==> config.mk <==
export PLATFORM = sky130hd
export DESIGN_NAME = repeating_multi_timer_scheduler
export DESIGN_NICKNAME = d
export VERILOG_FILES = /design/src/rtl/rmts_pkg.sv /design/src/rtl/rmts_cd_alu.sv /design/src/rtl/repeating_multi_timer_scheduler.sv
export VERILOG_INCLUDE_DIRS = /design/src /design/src/rtl
export SDC_FILE = /design/constraint.sdc
export NUM_CORES = 1
export LEC_CHECK = 0
export BUFFER_PORTS_ARGS = -buffer_cell sky130_fd_sc_hd__clkbuf_2
export CORE_MARGIN = 5
export CORE_UTILIZATION = 61
export CTS_CLUSTER_SIZE = 14
export DETAILED_ROUTE_END_ITERATION = 16
export PLACE_DENSITY = 0.81
export SYNTH_ARGS = -nofsm -noshare
export SYNTH_HDL_FRONTEND = slang
export SYNTH_HIERARCHICAL = 1
export SYNTH_SLANG_ARGS = --single-unit
==> constraint.sdc <==
create_clock -name clock -period 7.65 [get_ports clock]
set_input_delay 1.53 -clock clock [delete_from_list [all_inputs] [get_ports clock]]
set_output_delay 1.53 -clock clock [all_outputs]
set_load 0.01 [all_outputs]
==> src/rtl/repeating_multi_timer_scheduler_assert.svh <==
// ----------------------------------------------------------------------------
// Assertion macros for the repeating multi-timer scheduler
// Concurrent assertion wrappers shared by the RTL files.
// ----------------------------------------------------------------------------
`ifndef REPEATING_MULTI_TIMER_SCHEDULER_ASSERT_SVH
`define REPEATING_MULTI_TIMER_SCHEDULER_ASSERT_SVH

// Check on every rising edge, reset included.
`define RMTS_ASSERT(label, clk, prop, msg) \
   label: assert property (@(posedge clk) prop) else $error(msg);

// Check on every rising edge outside reset.
`define RMTS_ASSERT_RST(label, clk, rst, prop, msg) \
   label: assert property (@(posedge clk) disable iff (rst) prop) else $error(msg);

`endif

==> src/rtl/rmts_pkg.sv <==
// ----------------------------------------------------------------------------
// rmts_pkg
// Constants, codes and types of the repeating multi-timer scheduler.
// ----------------------------------------------------------------------------
`default_nettype none

package rmts_pkg;

   localparam int NUM_TIMERS   = 4;
   localparam int MAX_ELAPSED  = 15;
   localparam int PERIOD_BITS  = 16;
   localparam int ELAPSED_BITS = 4;
   localparam int REPEAT_BITS  = 16;
   localparam int ACTION_BITS  = 2;
   localparam int KIND_BITS    = 2;
   localparam int SLOT_BITS    = (NUM_TIMERS > 1) ? $clog2(NUM_TIMERS) : 1;
   // countdown holds -MAX_ELAPSED .. 2^PERIOD_BITS-1
   localparam int CD_BITS      = PERIOD_BITS + 2;

   localparam int REQ_FIELD_BITS = ELAPSED_BITS + PERIOD_BITS + REPEAT_BITS;
   localparam int REQ_DATA_BITS  = ((REQ_FIELD_BITS + 7) / 8) * 8;
   localparam int RSP_FIELD_BITS = SLOT_BITS + REPEAT_BITS + 1;
   localparam int RSP_DATA_BITS  = ((RSP_FIELD_BITS + 7) / 8) * 8;

   localparam logic [ACTION_BITS-1:0] ACT_TICK  = 2'd0;
   localparam logic [ACTION_BITS-1:0] ACT_ADD   = 2'd1;
   localparam logic [ACTION_BITS-1:0] ACT_START = 2'd2;

   localparam logic [KIND_BITS-1:0] KIND_FIRE   = 2'd0;
   localparam logic [KIND_BITS-1:0] KIND_ACCEPT = 2'd1;
   localparam logic [KIND_BITS-1:0] KIND_REJECT = 2'd2;

   typedef struct packed {
      logic [CD_BITS-1:0] sum;
      logic               le_zero;
   } alu_res_type;

endpackage

`default_nettype wire

==> src/rtl/rmts_cd_alu.sv <==
// ----------------------------------------------------------------------------
// rmts_cd_alu
// Shared countdown adder: subtracts elapsed ticks or adds back a period,
// and flags a result at or below zero.
// ----------------------------------------------------------------------------
`default_nettype none

module rmts_cd_alu (
   input  wire logic [rmts_pkg::CD_BITS-1:0]      cd_value,
   input  wire logic                              use_sub,
   input  wire logic [rmts_pkg::ELAPSED_BITS-1:0] elapsed,
   input  wire logic [rmts_pkg::PERIOD_BITS-1:0]  period,
   output rmts_pkg::alu_res_type                  result
);

   logic [rmts_pkg::CD_BITS-1:0] operand;
   logic [rmts_pkg::CD_BITS-1:0] sum;

   // one adder: subtract as add of the complement plus carry in
   assign operand = use_sub
      ? ~{{(rmts_pkg::CD_BITS - rmts_pkg::ELAPSED_BITS){1'b0}}, elapsed}
      :  {{(rmts_pkg::CD_BITS - rmts_pkg::PERIOD_BITS){1'b0}}, period};

   assign sum = cd_value + operand + {{(rmts_pkg::CD_BITS - 1){1'b0}}, use_sub};

   assign result.sum     = sum;
   assign result.le_zero = sum[rmts_pkg::CD_BITS-1] || (sum == '0);

endmodule

`default_nettype wire

==> src/rtl/repeating_multi_timer_scheduler.sv <==
// Tick: the request is taken, then each slot in turn has its countdown advanced; in emit
//   mode each firing but the one that frees the slot is followed by adding back the period,
//   in skip mode a due slot fires once and then adds back periods, and a flush step closes;
//   the walk ends at the slot that empties the table, and a full response path stalls it.
// Add uses S_FLUSH, start and ignored ones don't. Ready only while the sequencer is idle.
// Reset (synchronous, active high) clears the table, stops the timers, sets missed_mode to 0.
// ----------------------------------------------------------------------------
// repeating_multi_timer_scheduler
// Table of periodic timers with repeat counts, walked slot by slot per tick.
// ----------------------------------------------------------------------------
`default_nettype none

`include "repeating_multi_timer_scheduler_assert.svh"

module repeating_multi_timer_scheduler (
   input  wire logic                                clock,
   input  wire logic                                reset,
   // config register missed_mode
   input  wire logic                                csr_valid,
   output      logic                                csr_ready,
   input  wire logic                                csr_data,
   // request channel
   input  wire logic                                req_tvalid,
   output      logic                                req_tready,
   // [3:0] elapsed_ticks, [19:4] timer_period, [35:20] repeat_count, rest zero
   input  wire logic [rmts_pkg::REQ_DATA_BITS-1:0]  req_tdata,
   // [1:0] action
   input  wire logic [rmts_pkg::ACTION_BITS-1:0]    req_tuser,
   // response channel
   output      logic                                rsp_tvalid,
   input  wire logic                                rsp_tready,
   // [1:0] timer_slot, [17:2] repeats_left, [18] all_done, rest zero
   output      logic [rmts_pkg::RSP_DATA_BITS-1:0]  rsp_tdata,
   // [1:0] kind
   output      logic [rmts_pkg::KIND_BITS-1:0]      rsp_tuser,
   output      logic                                rsp_tlast
);

   localparam int NT = rmts_pkg::NUM_TIMERS;
   localparam int SB = rmts_pkg::SLOT_BITS;
   localparam int PB = rmts_pkg::PERIOD_BITS;
   localparam int RB = rmts_pkg::REPEAT_BITS;
   localparam int EB = rmts_pkg::ELAPSED_BITS;
   localparam int CB = rmts_pkg::CD_BITS;
   localparam int KB = rmts_pkg::KIND_BITS;

   localparam logic [2:0] S_IDLE  = 3'd0;
   localparam logic [2:0] S_SUB   = 3'd1;
   localparam logic [2:0] S_FIRE  = 3'd2;
   localparam logic [2:0] S_ADD   = 3'd3;
   localparam logic [2:0] S_FLUSH = 3'd4;

   // control state
   logic [2:0]    state_ff, state_in;
   logic [SB-1:0] slot_ff, slot_in;
   logic [EB-1:0] elapsed_ff, elapsed_in;
   logic          mode_ff, mode_in;
   logic          running_ff, running_in;
   logic [NT-1:0] valid_ff, valid_in;

   // timer table
   logic [PB-1:0] period_ff [NT];
   logic [PB-1:0] period_in [NT];
   logic [RB-1:0] reps_ff [NT];
   logic [RB-1:0] reps_in [NT];
   logic [CB-1:0] cd_ff [NT];
   logic [CB-1:0] cd_in [NT];

   // pending response, held until it is known whether it is the last one
   logic          pend_valid_ff, pend_valid_in;
   logic [KB-1:0] pend_kind_ff, pend_kind_in;
   logic [SB-1:0] pend_slot_ff, pend_slot_in;
   logic [RB-1:0] pend_left_ff, pend_left_in;
   logic          pend_done_ff, pend_done_in;

   // output register
   logic          rsp_valid_ff, rsp_valid_in;
   logic [KB-1:0] rsp_kind_ff, rsp_kind_in;
   logic [SB-1:0] rsp_slot_ff, rsp_slot_in;
   logic [RB-1:0] rsp_left_ff, rsp_left_in;
   logic          rsp_done_ff, rsp_done_in;
   logic          rsp_last_ff, rsp_last_in;

   // request fields
   logic [EB-1:0] req_elapsed;
   logic [PB-1:0] req_period;
   logic [RB-1:0] req_repeats;

   rmts_pkg::alu_res_type alu_res;

   logic          req_fire;
   logic          out_free;
   logic          emit_ok;
   logic          last_slot;
   logic          free_found;
   logic [SB-1:0] free_slot;
   logic [RB-1:0] reps_dec;
   logic [NT-1:0] valid_left;
   logic          table_done;

   assign req_elapsed = req_tdata[EB-1:0];
   assign req_period  = req_tdata[EB+PB-1:EB];
   assign req_repeats = req_tdata[EB+PB+RB-1:EB+PB];

   assign csr_ready  = 1'b1;
   assign req_tready = (state_ff == S_IDLE);
   assign req_fire   = req_tvalid && req_tready;
   assign out_free   = !rsp_valid_ff || rsp_tready;
   assign emit_ok    = !pend_valid_ff || out_free;
   assign last_slot  = (slot_ff == SB'(NT - 1));
   assign reps_dec   = reps_ff[slot_ff] - RB'(1);

   rmts_cd_alu u_alu (
      .cd_value (cd_ff[slot_ff]),
      .use_sub  (state_ff == S_SUB),
      .elapsed  (elapsed_ff),
      .period   (period_ff[slot_ff]),
      .result   (alu_res)
   );

   // lowest free slot
   always_comb begin
      free_found = 1'b0;
      free_slot  = '0;
      for (int i = NT - 1; i >= 0; i--) begin
         if (!valid_ff[i]) begin
            free_found = 1'b1;
            free_slot  = SB'(i);
         end
      end
   end

   // slots still loaded once the current slot is freed
   always_comb begin
      valid_left          = valid_ff;
      valid_left[slot_ff] = 1'b0;
      table_done          = (valid_left == '0);
   end

   always_comb begin
      state_in      = state_ff;
      slot_in       = slot_ff;
      elapsed_in    = elapsed_ff;
      mode_in       = mode_ff;
      running_in    = running_ff;
      valid_in      = valid_ff;
      period_in     = period_ff;
      reps_in       = reps_ff;
      cd_in         = cd_ff;
      pend_valid_in = pend_valid_ff;
      pend_kind_in  = pend_kind_ff;
      pend_slot_in  = pend_slot_ff;
      pend_left_in  = pend_left_ff;
      pend_done_in  = pend_done_ff;
      rsp_valid_in  = rsp_valid_ff && !rsp_tready;
      rsp_kind_in   = rsp_kind_ff;
      rsp_slot_in   = rsp_slot_ff;
      rsp_left_in   = rsp_left_ff;
      rsp_done_in   = rsp_done_ff;
      rsp_last_in   = rsp_last_ff;

      if (csr_valid && csr_ready) begin
         mode_in = csr_data;
      end

      case (state_ff)
         S_IDLE: begin
            if (req_fire) begin
               case (req_tuser)
                  rmts_pkg::ACT_ADD: begin
                     if (req_repeats != '0) begin
                        pend_valid_in = 1'b1;
                        pend_done_in  = 1'b0;
                        state_in      = S_FLUSH;
                        if (!running_ff && free_found) begin
                           valid_in[free_slot]  = 1'b1;
                           period_in[free_slot] = (req_period == '0) ? PB'(1) : req_period;
                           reps_in[free_slot]   = req_repeats;
                           pend_kind_in         = rmts_pkg::KIND_ACCEPT;
                           pend_slot_in         = free_slot;
                           pend_left_in         = req_repeats;
                        end else begin
                           pend_kind_in = rmts_pkg::KIND_REJECT;
                           pend_slot_in = '0;
                           pend_left_in = '0;
                        end
                     end
                  end
                  rmts_pkg::ACT_START: begin
                     if (!running_ff && (valid_ff != '0)) begin
                        running_in = 1'b1;
                        for (int i = 0; i < NT; i++) begin
                           if (valid_ff[i]) begin
                              cd_in[i] = {{(CB - PB){1'b0}}, period_ff[i]};
                           end
                        end
                     end
                  end
                  rmts_pkg::ACT_TICK: begin
                     if (running_ff) begin
                        elapsed_in = (req_elapsed > EB'(rmts_pkg::MAX_ELAPSED))
                                   ? EB'(rmts_pkg::MAX_ELAPSED) : req_elapsed;
                        slot_in    = '0;
                        state_in   = S_SUB;
                     end
                  end
                  default: begin
                  end
               endcase
            end
         end

         S_SUB: begin
            if (valid_ff[slot_ff]) begin
               cd_in[slot_ff] = alu_res.sum;
            end
            if (valid_ff[slot_ff] && alu_res.le_zero) begin
               state_in = S_FIRE;
            end else if (last_slot) begin
               state_in = S_FLUSH;
            end else begin
               slot_in = slot_ff + SB'(1);
            end
         end

         S_FIRE: begin
            // stall while both the pending and the output register are full
            if (emit_ok) begin
               if (pend_valid_ff) begin
                  rsp_valid_in = 1'b1;
                  rsp_kind_in  = pend_kind_ff;
                  rsp_slot_in  = pend_slot_ff;
                  rsp_left_in  = pend_left_ff;
                  rsp_done_in  = pend_done_ff;
                  rsp_last_in  = 1'b0;
               end
               pend_valid_in    = 1'b1;
               pend_kind_in     = rmts_pkg::KIND_FIRE;
               pend_slot_in     = slot_ff;
               reps_in[slot_ff] = reps_dec;
               if (reps_dec == '0) begin
                  valid_in[slot_ff] = 1'b0;
                  pend_left_in      = '0;
                  pend_done_in      = table_done;
                  if (table_done) begin
                     running_in = 1'b0;
                  end
                  if (table_done || last_slot) begin
                     state_in = S_FLUSH;
                  end else begin
                     slot_in  = slot_ff + SB'(1);
                     state_in = S_SUB;
                  end
               end else begin
                  pend_left_in = reps_dec;
                  pend_done_in = 1'b0;
                  state_in     = S_ADD;
               end
            end
         end

         S_ADD: begin
            cd_in[slot_ff] = alu_res.sum;
            if (alu_res.le_zero) begin
               // skip mode keeps adding periods without firing
               if (!mode_ff) begin
                  state_in = S_FIRE;
               end
            end else if (last_slot) begin
               state_in = S_FLUSH;
            end else begin
               slot_in  = slot_ff + SB'(1);
               state_in = S_SUB;
            end
         end

         S_FLUSH: begin
            if (!pend_valid_ff) begin
               state_in = S_IDLE;
            end else if (out_free) begin
               rsp_valid_in  = 1'b1;
               rsp_kind_in   = pend_kind_ff;
               rsp_slot_in   = pend_slot_ff;
               rsp_left_in   = pend_left_ff;
               rsp_done_in   = pend_done_ff;
               rsp_last_in   = 1'b1;
               pend_valid_in = 1'b0;
               state_in      = S_IDLE;
            end
         end

         default: begin
            state_in = S_IDLE;
         end
      endcase
   end

   always_ff @(posedge clock) begin
      if (reset) begin
         state_ff      <= S_IDLE;
         mode_ff       <= 1'b0;
         running_ff    <= 1'b0;
         valid_ff      <= '0;
         pend_valid_ff <= 1'b0;
         rsp_valid_ff  <= 1'b0;
      end else begin
         state_ff      <= state_in;
         mode_ff       <= mode_in;
         running_ff    <= running_in;
         valid_ff      <= valid_in;
         pend_valid_ff <= pend_valid_in;
         rsp_valid_ff  <= rsp_valid_in;
      end
   end

   always_ff @(posedge clock) begin
      slot_ff      <= slot_in;
      elapsed_ff   <= elapsed_in;
      period_ff    <= period_in;
      reps_ff      <= reps_in;
      cd_ff        <= cd_in;
      pend_kind_ff <= pend_kind_in;
      pend_slot_ff <= pend_slot_in;
      pend_left_ff <= pend_left_in;
      pend_done_ff <= pend_done_in;
      rsp_kind_ff  <= rsp_kind_in;
      rsp_slot_ff  <= rsp_slot_in;
      rsp_left_ff  <= rsp_left_in;
      rsp_done_ff  <= rsp_done_in;
      rsp_last_ff  <= rsp_last_in;
   end

   assign rsp_tvalid = rsp_valid_ff;
   assign rsp_tuser  = rsp_kind_ff;
   assign rsp_tlast  = rsp_last_ff;
   assign rsp_tdata  = {{(rmts_pkg::RSP_DATA_BITS - rmts_pkg::RSP_FIELD_BITS){1'b0}},
                        rsp_done_ff, rsp_left_ff, rsp_slot_ff};

   `RMTS_ASSERT(a_reset_clears, clock,
      $past(reset) && !reset |-> !rsp_valid_ff && !running_ff,
      "reset left the block active")
   `RMTS_ASSERT_RST(a_idle_no_pending, clock, reset,
      state_ff == S_IDLE |-> !pend_valid_ff,
      "pending response left behind at idle")
   `RMTS_ASSERT_RST(a_running_loaded, clock, reset,
      running_ff |-> valid_ff != '0,
      "timers running with an empty table")
   `RMTS_ASSERT_RST(a_done_is_last, clock, reset,
      rsp_valid_ff && rsp_done_ff |-> rsp_last_ff && (rsp_kind_ff == rmts_pkg::KIND_FIRE),
      "all_done on a response that is not the final firing")
   `RMTS_ASSERT_RST(a_add_single, clock, reset,
      rsp_valid_ff && (rsp_kind_ff != rmts_pkg::KIND_FIRE) |-> rsp_last_ff,
      "add response not marked last")

endmodule

`default_nettype wire
=== Word-level counts from Yosys, hierarchy flattened ===
Index checks and enable logic that the tools add are counted.

* Add/subtract/negate cells: 4
* Order comparisons: 9
* Eq/ne operators: 35
* Muxes and demuxes: 151
* Bitwise logic cells: 6
* Reductions and logical operators: 44

{| class="wikitable"
|+ Operators with widths
! cell !! number
|-
| 64-bit two-way mux || 5
|-
| 72-bit two-way mux || 4
|-
| 16-bit two-way mux || 17
|-
| 72-bit one-hot mux with 3 select lines || 1
|-
| 64-bit bitwise mux || 3
|-
| 18-bit two-way mux || 8
|-
| 64-bit one-hot mux with 2 select lines || 1
|-
| 72-bit bitwise mux || 1
|-
| 16-bit binary-select mux with 2-bit select || 2
|-
| 16-bit demux with 2-bit select || 2
|-
| 16-bit one-hot mux with 2 select lines || 2
|-
| 2-bit two-way mux || 31
|-
| 3-bit two-way mux || 13
|-
| 18-bit binary-select mux with 2-bit select || 1
|-
| 18-bit demux with 2-bit select || 1
|-
| 1-bit two-way mux || 36
|-
| 16-bit zero test || 2
|-
| 6-bit AND reduction || 5
|-
| 4-bit two-way mux || 6
|-
| 2-bit by 1-bit inequality test with 1-bit output (second input constant) || 12
|-
| 2-bit inequality test (second input constant) || 10
|-
| 5-bit AND reduction || 4
|-
| 18-bit by 1-bit adder with 18-bit output || 1
|-
| 18-bit adder || 1
|-
| other kinds (43) || 80
|}

* Bits in registers: 260
* Input bits: 48
* Output and inout bits: 30
* Logic and storage cells: 278

=== Depth between registers and ports, before layout ===
* Depth in word-level cells: 15
* Depth in mapped cells: 25
* Depth with buffers taken out: 22

=== Cells and area by module ===
Netlist, hierarchy kept.

{| class="wikitable"
|+ Modules (own cells, without submodules)
! module !! instances !! cells an instance !! area each (um^2) !! sequential area each (um^2)
|-
| repeating_multi_timer_scheduler || 1 || 980 || 12,226.7 || 7,697.4
|-
| rmts_cd_alu || 1 || 149 || 1,094.8 || 0.0
|}

=== Least setup slack after synthesis ===
OpenSTA, ideal clock, no wires.

* Path type: reg2reg
* Start point: reg slot_ff[0]
* End point: reg state_ff[2]
* Setup time: 0.088 ns
* Data arrival time: 6.032 ns
* Data required time: 7.562 ns
* Path slack: 1.529 ns
* Stages on the path, launching flop included: 25
* Buffers on the path: 4
* Period minus slack after synthesis: 6.121 ns
* Path through: edfxtp_1 -> buf_6 -> buf_6 -> buf_1 -> buf_1 -> mux4_2 -> nor2_1 -> a21oi_1 -> fa_1 -> inv_1 -> fa_1 -> and2b_1 -> o2111ai_2 -> a21oi_2 -> o311ai_2 -> a2111o_1 -> nand3_2 -> or4_1 -> o21bai_1 -> nand2_1 -> nand2_1 -> o2bb2ai_1 -> a221oi_1 -> a22oi_1 -> a311oi_2

{| class="wikitable"
|+ RTL lines
! what !! line !! RTL
|-
| start, declared || repeating_multi_timer_scheduler.sv:55 || <nowiki>logic [SB-1:0] slot_ff, slot_in;</nowiki>
|-
| start signal, assigned || repeating_multi_timer_scheduler.sv:317 || <nowiki>slot_ff <= slot_in;</nowiki>
|-
| end signal, assigned || repeating_multi_timer_scheduler.sv:307 || <nowiki>state_ff <= state_in;</nowiki>
|-
| end, declared || repeating_multi_timer_scheduler.sv:54 || <nowiki>logic [2:0] state_ff, state_in;</nowiki>
|}

==> summary.md <==
| Metric | Value |
|---|---|
| Largest net degree at the start of global routing | about 140 |
| Startpoint types | flop |
| Worst Path Required | 8.09 ns |
| Leak | between 5 and 6 nW |
| Yosys reg bits | 260 |
| Status | complete, no violations |
| Number of global-route vias before repair | roughly 9400 |
| Starting Density | 61.4% |
| Fmax achieved | between 150 and 200 MHz |
| Power per cell area | roughly 230 nW/µm² |
| Reg clk slew, reported paths | about 0.060 ns |
| Die Area | about 25000 µm² |
| # Max-Cap Violations | 0 |
| Ys Warns | 6 |
| Crit Path Max Fanout | 49 |
| Hold_buf cts | 0 |
| Mapped Cells | between 1000 and 1500 |
| Most common cell after layout, fill and taps aside | edfxtp_1 |
| Asr flop ratio synth | 0% |
| Setup_tns | 0 ns |
| Final WL | roughly 32000 µm |
| PnR worst setup slack | approximately 1.4 ns |
| Number of remaining DRC errors | 0 |
| Layout area overhead | 10.8% |
| Clock Latency Late Sink | approximately 0.53 ns |
| Max H-tree Level | 1 |
| Initial antenna violation count | 0 |
| Endpoint type of the worst setup path | flop |
| Netlist Area Pre-Place | approximately 13000 µm² |
| Detailed Routing Iterations Pass 1 | 5 |
| Crit path kind | reg -> reg |
| Post-cts gate resize count | 0 |
| Worst slew margin | ~17% |
| Port bufs | between 60 and 70 |
| Antenna-violating nets left | 0 |
| Post-DR vias/cell | 6.47 |
| XOR/XNOR Fraction of Synth Area | 1.58% |
| Share of cells above drive strength 1 | ~18% |
| Yosys top cell area share | a little under three fifths |
| Dpl hpwl | about 20000 µm |
| Post-synth top area cell | edfxtp_1 |
| Vias | 9455 |
| Post-synth EDFFs | around 250 |
| Placer Congestion | 0.887 |
| I/O pin total | 78 |
| Most frequent cells in the layout | edfxtp_1, nand2_1, o21ai_0 |
| Slew @ Worst Pin | about 1.2 ns |
| Final Hold Violating Endpoints | 0 |
| ANT cells | 0 |
| Global-route wire length before repair | a little under 50000 µm |
| Layout net count | about 1200 |
| Post-CTS Setup Inserts | 0 |
| Wirelength per Cell | approximately 22 µm |
| Post-synthesis adder-cell area fraction | around 2.4% |
| GRT Total Usage | around 26% |
| Die height | 158 µm |
| CTS Buffer Depth | 3 |
| Type of the most critical hold path | reg -> reg |
| Core Area | 21700 µm² |
| Post-synthesis mux area share | approximately a tenth |
| Num Clock Sinks | 260 |
| Worst Path Arrival | 6.71 ns |
| Tmin final | between 6 and 7 ns |
| Chip width | approximately 160 µm |
| Netlist cell types | 77 |
| Gr ovfl total | 0 |
| Post-Synth Simple-Gate Area | 13.2% |
| Clock skew | 0.0117 ns |
| RSZ-0062 raised after global routing | false |
| Final cycle utilization of the critical path | between 80% and 90% |
| Pre-CTS WS | between 1.5 and 2 ns |
| Final setup fails | 0 |
| Drt initial violations | 1070 |
| Maximum vdd drop | around 0.00018 V |
| Top cells by area, synth | edfxtp_1, mux4_2, nand2_1 |
| Top_reg_cell synth | edfxtp_1 |
| Inserted Clock Buffers | 27 |
| Max Slew Vio Count | 0 |
| Avg Cell Area, Syn | ~12 µm² |
| Root buffer cell | clkbuf_16 |
| Compound-Gate Fraction of Synth Area | between 10% and 20% |
| Main combinational cell family by area after synthesis | simple AND/OR/NAND/NOR gates |
| CTS tree | built |
| Seq/Total Area, Yosys | between 50% and 60% |
| Cell Rows | 54 |
-- cell type report --
cell class,count,area [µm²]
multi-input cells,757,5190
fillers,1510,6930
clock buffers,33,698
flip-flops and latches,260,7700
inverters,29,109
well taps,280,350
repair buffers,87,498
clock inverters,16,209
-- worst paths after layout --
| kind | start | to | slack, ns | depth (start not counted) |
|---|---|---|---|---|
| worst max-delay path | slot_ff[0]$_SDFFCE_PN0P_ | state_ff[2]$_SDFFE_PP0P_ | 1.38 | 18 |
| worst min-delay path | pend_left_ff[14]$_DFFE_PP_ | rsp_left_ff[14]$_DFFE_PP_ | 0.42 | 0 |
| worst max register to register | slot_ff[0]$_SDFFCE_PN0P_ | state_ff[2]$_SDFFE_PP0P_ | 1.38 | 18 |
| worst min register to register | pend_left_ff[14]$_DFFE_PP_ | rsp_left_ff[14]$_DFFE_PP_ | 0.42 | 0 |
-- critical path, stage by stage (launching register included) --
cell,delay (ns)
edfxtp_1,0.75
buf_12,0.45
mux4_2,0.58
or2_2,0.30
ha_1,0.46
a21oi_1,0.14
o21ai_0,0.24
and2_1,0.22
nor3_2,0.08
o311ai_1,0.33
nand3_2,0.19
or4_1,0.57
o21bai_1,0.51
nand2_1,0.10
nand2_1,0.13
o2bb2ai_1,0.08
a221oi_1,0.58
a22oi_1,0.18
a311oi_2,0.27
-- per-stage QoR --
step                hold slack (ns)  cell area, µm²  utilization [%]  instances  power [mW]
CTS                           0.419           14800             68.0       1462        3.34
finish                        0.418           14800             68.0       1462        3.33
floorplan                     0.400           13300                -       1133        1.90
global placement              0.403           13800             63.8       1413        1.99
detailed placement            0.405           13800             63.8       1413        2.00
global route                  0.423           14800             68.0       1462        3.45
-- sequential cells by signal, indices dropped and copies added, names as in the netlist, 3 cells and up --
| name | cells |
|---|---|
| cd_ff | 72 |
| elapsed_ff | 4 |
| pend_left_ff | 16 |
| period_ff | 64 |
| reps_ff | 64 |
| rsp_left_ff | 16 |
| state_ff | 3 |
| valid_ff | 4 |
-- synthesized netlist by cell type (3+ instances only) --
library cell	number
nor3_1	16
o21bai_1	3
or3_1	6
a32o_1	9
a21oi_1	25
a221oi_1	3
inv_1	29
nor2b_1	5
o22ai_1	3
a21boi_0	4
a31oi_1	4
nand4_1	10
o21ai_0	147
a211oi_1	5
buf_1	5
edfxtp_1	249
buf_4	7
and2_1	6
a21o_1	7
ha_1	22
nor4_1	13
nor2_1	48
nand2_1	226
nor3_2	3
or4_1	4
o21a_1	10
or2_2	12
xor2_1	12
dfxtp_1	11
o211ai_1	3
mux4_2	51
clkbuf_1	70
buf_6	4
nand3_1	16
mux2i_1	9
xnor2_1	12
nand2b_1	6
-- power by group --
| group | internal (mW) | switching, mW |
|---|---|---|
| clock network | 0.816 | 0.529 |
| registers | 1.59 | 0.0154 |
| logic | 0.133 | 0.248 |
| total | 2.54 | 0.792 |
-- layer usage --
metal | global-route usage (%) | vias up | wire (µm)
met5 | 0 | - | 0
met2 | 43.7 | 554 | 15700
met1 | 32.4 | 4520 | 11700
met3 | 4.05 | 108 | 2640
li1 | - | 4273 | -
met4 | 11.9 | 0 | 1530
-- cell families (layout without fill, tap and decap cells) --
family / after synthesis / in the layout
AOI/OAI and AO/OA: 256 / 256
xor gates and xnor gates: 24 / 24
adders and majority gates: 24 / 24
buffers and inverters: 116 / 165
DFF: 260 / 260
muxes: 61 / 61
other: 2 / 6
and+or+nand+nor: 386 / 386
Power figures use the tool's default switching activity.
